### src/rtl/next_prime_search_top_assert.svh
// Assertion macros for the next prime search RTL.
// Depends on nothing; included by next_prime_search_top.sv to check its own logic.
`ifndef NEXT_PRIME_SEARCH_TOP_ASSERT_SVH
`define NEXT_PRIME_SEARCH_TOP_ASSERT_SVH

// Same-cycle implication under reset.
`define NPS_ASSERT_IMPLY(label, clk, rst_n, a, b) \
    label: assert property (@(posedge clk) disable iff (!rst_n) (a) |-> (b)) \
        else $error("assertion failed: same-cycle implication");

// Next-cycle implication under reset.
`define NPS_ASSERT_NEXT(label, clk, rst_n, a, b) \
    label: assert property (@(posedge clk) disable iff (!rst_n) (a) |=> (b)) \
        else $error("assertion failed: next-cycle implication");

`endif

### src/rtl/nps_pkg.sv
// Constants and types for the next prime search block.
// Depends on nothing; used by nps_rem_unit and next_prime_search_top.
`default_nettype none

package nps_pkg;

    localparam int VALUE_BITS_DEFAULT = 32;
    localparam int DIV_W = 16;
    localparam int SQ_W = 32;
    localparam int OUT_W = 31;
    localparam logic [DIV_W-1:0] DIVISOR_LIMIT = 16'd46341;
    localparam logic [DIV_W-1:0] FIRST_DIVISOR = 16'd2;
    localparam logic [SQ_W-1:0] FIRST_SQUARE = 32'd4;
    localparam logic [OUT_W-1:0] SMALLEST_PRIME = 31'd2;

    typedef struct packed {
        logic done;
        logic zero;
    } rem_status_t;

endpackage

`default_nettype wire

### src/rtl/nps_rem_unit.sv
// Bit-serial restoring remainder unit, one dividend bit per cycle.
// Depends on nps_pkg for the divisor width and the status word type.
`default_nettype none

module nps_rem_unit #(
    parameter int VALUE_BITS = nps_pkg::VALUE_BITS_DEFAULT
) (
    input  wire                          clk,
    input  wire                          rst_n,
    input  wire                          start,
    input  wire [VALUE_BITS-2:0]         dividend,
    input  wire [nps_pkg::DIV_W-1:0]     divisor,
    output nps_pkg::rem_status_t         status
);

    localparam int W = VALUE_BITS - 1;
    localparam int CNT_W = $clog2(W + 1);
    localparam int D = nps_pkg::DIV_W;

    logic             active_reg;
    logic             active_next;
    logic             done_reg;
    logic             done_next;
    logic [CNT_W-1:0] count_reg;
    logic [CNT_W-1:0] count_next;
    logic [W-1:0]     shift_reg;
    logic [W-1:0]     shift_next;
    logic [D-1:0]     rem_reg;
    logic [D-1:0]     rem_next;
    logic [D-1:0]     divisor_reg;
    logic [D-1:0]     divisor_next;
    logic [D:0]       trial;
    logic [D:0]       diff;

    always_comb
    begin
        trial = {rem_reg, shift_reg[W-1]};
        diff = trial - {1'b0, divisor_reg};
        active_next = active_reg;
        done_next = 1'b0;
        count_next = count_reg;
        shift_next = shift_reg;
        rem_next = rem_reg;
        divisor_next = divisor_reg;
        if (start)
        begin
            active_next = 1'b1;
            count_next = CNT_W'(W);
            shift_next = dividend;
            rem_next = '0;
            divisor_next = divisor;
        end
        else if (active_reg)
        begin
            shift_next = {shift_reg[W-2:0], 1'b0};
            rem_next = (trial >= {1'b0, divisor_reg}) ? diff[D-1:0] : trial[D-1:0];
            count_next = count_reg - CNT_W'(1);
            if (count_reg == CNT_W'(1))
            begin
                active_next = 1'b0;
                done_next = 1'b1;
            end
        end
    end

    always_ff @(posedge clk or negedge rst_n)
    begin
        if (!rst_n)
        begin
            active_reg <= 1'b0;
            done_reg <= 1'b0;
            count_reg <= '0;
        end
        else
        begin
            active_reg <= active_next;
            done_reg <= done_next;
            count_reg <= count_next;
        end
    end

    always_ff @(posedge clk)
    begin
        shift_reg <= shift_next;
        rem_reg <= rem_next;
        divisor_reg <= divisor_next;
    end

    assign status.done = done_reg;
    assign status.zero = (rem_reg == '0);

endmodule

`default_nettype wire

### src/rtl/next_prime_search_top.sv
// Top level of the next prime search: sequencer, candidate and divisor registers.
// Depends on nps_pkg, nps_rem_unit and next_prime_search_top_assert.svh.
//
// Usage: drive start_value and raise start while busy is low; that word is
// taken at the clock edge. busy stays high until the search ends. The result
// appears on prime_found with done high for exactly one cycle; the receiver
// cannot hold it off, and a new word may be started in that same cycle.
// Start values below 2, negative ones included, answer 2 in the cycle after
// the start without going busy. Otherwise each candidate is tested by trial
// division with divisors from 2 while the divisor squared is at most the
// candidate and the divisor is below 46341. Each divisor test runs through
// the bit-serial remainder unit, and the search goes on over the candidates
// up to the next prime. The count-up stops at 2^(VALUE_BITS-1) - 1, which is
// returned as found. Reset clears the sequencer and the strobe; no clearing
// pass is needed and the block is ready right after reset.
`default_nettype none
`include "next_prime_search_top_assert.svh"

module next_prime_search_top #(
    parameter int VALUE_BITS = nps_pkg::VALUE_BITS_DEFAULT
) (
    input  wire                              clk,
    input  wire                              rst_n,
    input  wire                              start,
    input  wire signed [VALUE_BITS-1:0]      start_value,
    output logic                             busy,
    output logic                             done,
    output logic [nps_pkg::OUT_W-1:0]        prime_found
);

    localparam int VB = VALUE_BITS;
    localparam int D = nps_pkg::DIV_W;
    localparam int SQ = nps_pkg::SQ_W;
    localparam int OW = nps_pkg::OUT_W;
    localparam int CW = (VB > SQ) ? VB : SQ;
    localparam int EW = (VB > OW) ? VB : OW;
    localparam logic [VB-1:0] CEIL = {1'b0, {(VB-1){1'b1}}};

    localparam logic [1:0] ST_IDLE   = 2'd0;
    localparam logic [1:0] ST_CHECK  = 2'd1;
    localparam logic [1:0] ST_TEST   = 2'd2;
    localparam logic [1:0] ST_DIVIDE = 2'd3;

    logic [1:0]    state_reg;
    logic [1:0]    state_next;
    logic          done_reg;
    logic          done_next;
    logic [VB-1:0] cand_reg;
    logic [VB-1:0] cand_next;
    logic [D-1:0]  d_reg;
    logic [D-1:0]  d_next;
    logic [SQ-1:0] dsq_reg;
    logic [SQ-1:0] dsq_next;
    logic [OW-1:0] out_reg;
    logic [OW-1:0] out_next;

    logic [VB-1:0] start_u;
    logic [EW-1:0] cand_ext;
    logic [CW-1:0] cand_cmp;
    logic [CW-1:0] dsq_cmp;
    logic          accept;
    logic          rem_start;
    nps_pkg::rem_status_t rem_status;

    nps_rem_unit #(
        .VALUE_BITS(VALUE_BITS)
    ) u_rem (
        .clk(clk),
        .rst_n(rst_n),
        .start(rem_start),
        .dividend(cand_reg[VB-2:0]),
        .divisor(d_reg),
        .status(rem_status)
    );

    always_comb
    begin
        start_u = start_value;
        cand_ext = EW'(cand_reg);
        cand_cmp = CW'(cand_reg);
        dsq_cmp = CW'(dsq_reg);
        accept = start && (state_reg == ST_IDLE);
        rem_start = 1'b0;
        state_next = state_reg;
        done_next = 1'b0;
        cand_next = cand_reg;
        d_next = d_reg;
        dsq_next = dsq_reg;
        out_next = out_reg;
        unique case (state_reg)
            ST_IDLE:
            begin
                if (accept)
                begin
                    if (start_u[VB-1] || (start_u < VB'(2)))
                    begin
                        out_next = nps_pkg::SMALLEST_PRIME;
                        done_next = 1'b1;
                    end
                    else
                    begin
                        cand_next = start_u;
                        state_next = ST_CHECK;
                    end
                end
            end
            ST_CHECK:
            begin
                if (cand_reg >= CEIL)
                begin
                    out_next = cand_ext[OW-1:0];
                    done_next = 1'b1;
                    state_next = ST_IDLE;
                end
                else
                begin
                    d_next = nps_pkg::FIRST_DIVISOR;
                    dsq_next = nps_pkg::FIRST_SQUARE;
                    state_next = ST_TEST;
                end
            end
            ST_TEST:
            begin
                if ((d_reg < nps_pkg::DIVISOR_LIMIT) && (dsq_cmp <= cand_cmp))
                begin
                    rem_start = 1'b1;
                    state_next = ST_DIVIDE;
                end
                else
                begin
                    out_next = cand_ext[OW-1:0];
                    done_next = 1'b1;
                    state_next = ST_IDLE;
                end
            end
            ST_DIVIDE:
            begin
                if (rem_status.done)
                begin
                    if (rem_status.zero)
                    begin
                        cand_next = cand_reg + VB'(1);
                        state_next = ST_CHECK;
                    end
                    else
                    begin
                        d_next = d_reg + D'(1);
                        dsq_next = dsq_reg + SQ'({d_reg, 1'b1});
                        state_next = ST_TEST;
                    end
                end
            end
            default:
            begin
                state_next = ST_IDLE;
            end
        endcase
    end

    always_ff @(posedge clk or negedge rst_n)
    begin
        if (!rst_n)
        begin
            state_reg <= ST_IDLE;
            done_reg <= 1'b0;
        end
        else
        begin
            state_reg <= state_next;
            done_reg <= done_next;
        end
    end

    always_ff @(posedge clk)
    begin
        cand_reg <= cand_next;
        d_reg <= d_next;
        dsq_reg <= dsq_next;
        out_reg <= out_next;
    end

    assign busy = (state_reg != ST_IDLE);
    assign done = done_reg;
    assign prime_found = out_reg;

    `NPS_ASSERT_IMPLY(a_result_at_least_two, clk, rst_n, done_reg, out_reg >= nps_pkg::SMALLEST_PRIME)
    `NPS_ASSERT_NEXT(a_accept_answers_or_works, clk, rst_n, accept, busy || done_reg)
    `NPS_ASSERT_IMPLY(a_divisor_in_range, clk, rst_n, state_reg == ST_DIVIDE, (d_reg >= nps_pkg::FIRST_DIVISOR) && (d_reg < nps_pkg::DIVISOR_LIMIT))
    `NPS_ASSERT_IMPLY(a_unit_done_only_dividing, clk, rst_n, rem_status.done, state_reg == ST_DIVIDE)

endmodule

`default_nettype wire

### config.mk
export PLATFORM = sky130hd
export DESIGN_NAME = next_prime_search_top
export DESIGN_NICKNAME = d
export VERILOG_FILES = /design/src/rtl/nps_pkg.sv /design/src/rtl/nps_rem_unit.sv /design/src/rtl/next_prime_search_top.sv
export VERILOG_INCLUDE_DIRS = /design/src /design/src/rtl
export SDC_FILE = /design/constraint.sdc
export NUM_CORES = 1
export LEC_CHECK = 0
export ABC_AREA = 1
export BUFFER_PORTS_ARGS = -buffer_cell sky130_fd_sc_hd__buf_2
export CORE_MARGIN = 3
export CORE_UTILIZATION = 40
export DETAILED_ROUTE_END_ITERATION = 10
export GPL_TIMING_DRIVEN = 1
export PLACE_DENSITY = 0.67
export SLEW_MARGIN = 20
export SYNTH_ARGS = -nofsm -noshare
export SYNTH_HDL_FRONTEND = slang
export SYNTH_SLANG_ARGS = --single-unit
### constraint.sdc
create_clock -name clk -period 4.9 [get_ports clk]
set_input_delay 0.49 -clock clk [delete_from_list [all_inputs] [get_ports clk]]
set_output_delay 0.49 -clock clk [all_outputs]
set_load 0.01 [all_outputs]
# Word-level counts from Yosys, hierarchy flattened
# Cells that the tools add are included.
# W data, S select, Z words.
[word_totals]
output_inout_bits = 33
wordCells = 92
in_bits = 35
reg_bits = 184
[classes]
n_eq_ne = 13
mux = 43
reduce_logical = 14
addsub = 5
order_cmp = 5
[ops]
columns = ["cell", "n"]
rows = [
  ["$mux W32", 7],
  ["$mux W31", 6],
  ["$pmux W32 S2", 2],
  ["$pmux W31 S3", 1],
  ["$mux W16", 4],
  ["$add A32 B1 Y32 const B", 1],
  ["$add A32 B17 Y32", 1],
  ["$ge A32 B31 Y1 const B", 1],
  ["$le A32 B32 Y1", 1],
  ["$lt A32 B2 Y1 const B", 1],
  ["$pmux W16 S2", 1],
  ["$ge A17 B16 Y1", 1],
  ["$add A16 B1 Y16 const B", 1],
  ["$logic_not A16 Y1", 1],
  ["$lt A16 B16 Y1 const B", 1],
  ["$sub A16 B16 Y16", 1],
  ["$ne A2 B2 Y1 const B", 7],
  ["$mux W1", 12],
  ["$mux W2", 6],
  ["$mux W5", 2],
  ["$reduce_and A5 Y1", 2],
  ["$pmux W2 S4", 1],
  ["$reduce_bool A2 Y1", 4],
  ["$eq A5 B1 Y1 const B", 1],
  ["other kinds (11)", 14],
]

# Depth between registers and ports, before layout
[depth]
depth_word = 5
mapped_depth = 19
depth_no_buf = 19

# Cells and area by module
# A second synthesis with hierarchy kept.
[unflattened]
hier_cells = 1468
hier_area_um2 = 11843.9
[by_module_without_submodules]
columns = ["mod", "cells_per_inst", "seq_area_each_um2", "instances", "area_each_um2"]
rows = [
  ["next_prime_search_top", 961, 3408.3, 1, 7801.2],
  ["nps_rem_unit", 507, 1906.8, 1, 4042.6],
]

# Worst setup path after synthesis
# No wires, ideal clock.
[synth_path]
kind = "reg2reg"
start = "register state_reg[0]"
end = "register cand_reg[0] (netlist: cand_cmp[0]) (enable)"
stages_incl_launch_ff = 9
setup_slack_ns = 0.845
setup_ns = 0.468
t_arrival_ns = 3.587
synth_period_minus_slack_ns = 4.055
required_time_ns = 4.432
path_buffers = 1
path_cell_list = "dfrtp_1 ha_1 clkbuf_1 inv_1 nor2_1 inv_1 o21ai_0 a21o_1 nor3b_1"
[synth_via]
elab_chain_cells = 4
word_cells_on_any_way = 9
classes_between = "eq/ne (5); reduce/logical (4)"
[synth_rtl]
columns = ["item", "line_no", "text"]
rows = [
  ["start: declaration", "next_prime_search_top.sv:44", "logic [1:0] state_reg;"],
  ["start signal: assignment", "next_prime_search_top.sv:169", "state_reg <= state_next;"],
  ["$logic_not A2 Y1", "next_prime_search_top.sv:82, next_prime_search_top.sv:90", ""],
  ["$logic_and A1 B1 Y1", "next_prime_search_top.sv:82", "accept = start && (state_reg == ST_IDLE);"],
  ["$ne A2 B2 Y1 (no line)", "--", ""],
  ["$reduce_and A5 Y1 (no line) (*)", "--", ""],
  ["end signal: assignment", "next_prime_search_top.sv:176", "cand_reg <= cand_next;"],
  ["end: declaration", "next_prime_search_top.sv:48", "logic [VB-1:0] cand_reg;"],
]
# Mark *: on every way between the ends. The rest lies on a longest branch, timed or not.
# A chain may end at the register's enable or synchronous reset.

# Worst setup path in the final report
[layout_path]
start = "register cand_reg[11] (netlist: cand_cmp[11])"
end = "register out_reg[17] (netlist: prime_found[17]) (enable)"
[layout_via]
elab_chain_cells = 4
word_cells_on_any_way = 6
classes_between = "order compare (2); eq/ne (2); reduce/logical (2)"
[layout_rtl]
columns = ["item", "line_no", "text"]
rows = [
  ["$le A32 B32 Y1", "next_prime_search_top.sv:124", "if ((d_reg < nps_pkg::DIVISOR_LIMIT) && (dsq_cmp <= cand_cmp))"],
  ["$logic_and A1 B1 Y1", "next_prime_search_top.sv:124", ""],
  ["$ne A2 B2 Y1 (no line)", "--", ""],
  ["$reduce_and A5 Y1 (no line) (*)", "--", ""],
  ["end signal: assignment", "next_prime_search_top.sv:179", "out_reg <= out_next;"],
  ["end: declaration", "next_prime_search_top.sv:54", "logic [OW-1:0] out_reg;"],
]
# Marked as above.

==> results list <==
- Capturing instance or port of the critical path: prime_found[17]
* Number of maximum-capacitance constraint violations: 0
* Startpoint of the most critical setup path: cand_cmp[11]
- The share of total power dissipated in combinational logic is 0.479.
- Counting both buffers and inverters, the worst setup path holds a total of 4.
* Synthesized instance count: 1425
* Net switching power: 0.00426 W
* Deepest level of the CTS H-tree: 4
* Area of the die: 0.0312 sq mm
- The internal portion of the total power is 0.00506 W.
* Floorplan die height: 177 um
* Standby leakage power: 6.05 nW
- DR pass1 iterations: 6
* Met2 routed WL: 13200 um
* Switching share of power: 0.457
- Among all stages on the critical path, the largest delay is contributed by buf_4.
- For this configuration, the core starts out at a cell density of 0.412.
* Total of warnings raised by yosys: 0
- The longest clock path from root to sink contains 2 buffers.
* Startpoint-to-endpoint class of the critical path: register to register
* Number of distinct library cells after synthesis: 48
- The worst-case IR drop observed on VDD is 0.000291 V.
- In this run the critical register-to-register path is captured at prime_found[17].
* Final antenna diode count: 0
- Number of setup violations in the final report: 0
- The startpoint identified for the worst register-to-register timing path is cand_cmp[11].
- Counting every net in the synthesized netlist gives 1536.
- The worst hold path belongs to the class primary input to register.
- Power spread over the standard cell area amounts to 720 mW/mm^2.
- Reg2Reg Depth: 16
- The clock drives 184 sinks.
- Traced cell by cell, the critical path runs through inv_1, ha_1, nand2_1, nor2_1, nand2_1, inv_1, nand2_1, nand2_1, nand2_1, nand2_1, nand2_1, nand3_2, buf_4, nand2_1, nor2_2, buf_4.
- Area of the placeable core: 0.0282 sq mm
- In this run the horizontal extent of the chip is 177 um.
* Largest net degree at the start of global routing: 89
- In this run, CTS created clock tree buffers numbering 17.
- Most area-consuming cells after synthesis: edfxtp_1 (41%), nand2_1 (12%), ha_1 (8.0%), inv_1 (6.6%), o21ai_0 (4.3%)
- Sequential element share of the synthesized area: 0.456
- Final Hold Fails: 0
- Slew Limit Headroom: 0.433
* Cell type with the highest aggregate area in the netlist: edfxtp_1
- Average wire length per cell after detail routing: 15.8 um
* Final HPWL from detailed placement: 22300 um
- Post-Syn Area per Cell: 8.17 sq um
* Number of antenna violations at the first check in global routing: 0
- Most frequent cell on the critical path: nand2_1
- Async S/R FF share, synth: 0.0543
* Unrepaired setup endpoints after global routing: no
* Gr usage total: 0.191
- The number of slew-limit violations in the final report was 0.
* Routability-driven placement congestion ratio: 0.937
- Part of the total power dissipated in sequential elements: 0.367
* Most frequent cells after synthesis: nand2_1 (387), inv_1 (204), edfxtp_1 (158)
* Congestion Overflow GR: 0
* Via count of the first global-routing pass: 9041
- TritonCTS built the clock tree.
* FF+latch count, synth: 184
* Final worst slack: 1620 ps
- Arr. time, crit path: 3380 ps
- Fraction of final layout cells with drive strength greater than 1: 0.0929
- The detailed router put a total of 14000 um of wire on met1.
* Uppermost layer routed: met4
- The flow ran to the end, and the final reports show no timing, DRC or antenna violations.
* Post-route fraction of the period consumed by the critical path: 0.670
- The routed design has 29700 um of wire.
- Kind of end point of the critical path: register
* Highest clock rate: 305 MHz
* Actual slew at the worst max-slew pin: 850 ps
* Nets: 1596
- Post-cts repair resize count: 0
* Worst path top cell family by delay: buffers and inverters
- In the synthesized netlist the dominant register cell turns out to be edfxtp_1.
* Worst-skew pair later-pin latency: 440 ps
- Via Count: 9703
- Area share of the largest cell type after synthesis: 0.407
* Final routed DRC violation total: 0
- Required @ worst endpoint: 5000 ps
* Most instantiated library cell after synthesis: nand2_1
* Number of placement rows: 61
* Number of buffers inserted by port buffering: 67
* CP max stage delay: 640 ps
* Clock Tree Root: clkbuf_16
- For this block, the initial DRC count from the detailed router was 939.
- Clock-pin slew was measured on the worst setup and hold paths at 80 ps.
* Number of enable flip-flop cells after synthesis: 158
- Clock network fraction of design power: 0.154
- Area growth from synthesis to layout: 11.1%
- Detail-routed via count per cell: 5.17
- Post-layout min period: 3280 ps
- Met3 wire length: 1880 um
- Setup slack of the worst register-to-register path: 1620 ps
* Largest driver fanout on the critical path: 88
* # IOs: 68
- CP Launch Type: register
- Post-route clock skew: 15.2 ps
- Wire length of the first global-routing pass: 47600 um
- Post-detailed-route count of antenna-violating nets: 0
* Logic depth of the worst setup path including buffers: 16
- OpenSTA, run right after detailed placement, puts the worst setup slack at 1640 ps.
* Final sum of negative setup slack: 0 ps
- Cell area after synthesis: 0.0116 sq mm
[power by group through the flow]
stage	Combinational (W)	Clock, W	Sequential [W]
2_1_floorplan	0.00326	0	0.00329
3_3_place_gp	0.00435	0	0.00342
3_5_place_dp	0.00442	0	0.00344
4_1_cts	0.00444	0.00145	0.00341
5_1_grt	0.00510	0.00151	0.00351
6_report	0.00447	0.00143	0.00342
[cells in the final DEF (no fill, tap or decap), types with 2 or more instances in the layout]
cell type   Yosys  final
edfxtp_1      158    158
ha_2            0      2
inv_6           0      4
inv_1         204    204
nand2_2         7      7
nand3_2         3      3
clkinv_2        0      2
o211ai_1        2      2
o21a_1          7      7
clkinv_4        0      2
nand3_1        68     68
nor2_1        106    105
clkinvlp_4      0      2
nand4_1        21     21
nor4_1          9      9
nand3b_1       20     20
buf_2           2     67
o21bai_1        4      4
buf_4           3      7
o21ai_1         3      3
or2_2           3      3
nor3_1         28     28
nand2_1       387    387
inv_2           4      4
a31oi_1         6      6
ha_1           74     72
a21boi_0        2      2
nor2_2          6      7
clkbuf_16       0     17
dfxtp_1        16     16
fa_1            2      2
xnor2_1         6      6
dfrtp_1        10     10
a21o_1          6      6
o21ai_0       101    101
bufinv_16       0      3
a21oi_1        84     84
xor2_1         30     30
[routing by layer]
layer / vias up / global-route usage
met4: 0 / 0.0579
met3: 42 / 0.0311
met2: 312 / 0.296
met5: - / 0
met1: 4497 / 0.275
li1: 4852 / -
[cell type report]
type / count / area [sq um]
Fill cell: 2773 / 15300
Clock inverter: 13 / 168
Tap cell: 378 / 473
Inverter: 208 / 781
Timing Repair Buffer: 75 / 398
Sequential cell: 184 / 5320
Clock buffer: 18 / 429
Multi-Input combinational cell: 999 / 5380
[what timing repair did]
item	in CTS	in global routing
hold buffers	1	0
endpoints found under the hold margin	10	0
buffers inserted	0	0
[tightest hold or removal path, delay by kind of cell]
kind	cells	cell delay (ps)
buf+inv	1	90
simple gates	2	100
[cells by family after synthesis]
group	Yosys count	share of synthesized area
AO/OA/AOI/OAI	220	0.101
XOR/XNOR	36	0.0271
adder cells (fa/ha/maj)	76	0.0829
buffers and inverters	242	0.0832
flip-flops	184	0.456
AND/OR/NAND/NOR	667	0.249
[worst min path at each step]
stage,start,end,slack (ps),cells past startpoint
floorplan,rst_n,done,190,0
global placement,rst_n,done,360,1
detailed placement,rst_n,done,360,1
CTS,start_value[21],cand_cmp[21],330,3
global route,start_value[21],cand_cmp[21],340,3
finish,start_value[21],cand_cmp[21],340,3
[through the flow]
stage	utilization	hold WS (ps)	power [W]	cell area (sq um)	cells
after floorplan	-	194	0.00655	11600	1425
after global placement	0.437	361	0.00777	12300	1843
after detailed placement	0.437	362	0.00786	12300	1843
after CTS	0.458	329	0.00931	12900	1875
after global routing	0.458	337	0.0101	12900	1875
final	0.458	341	0.00932	12900	1875
(Power assumes the default switching activity.)
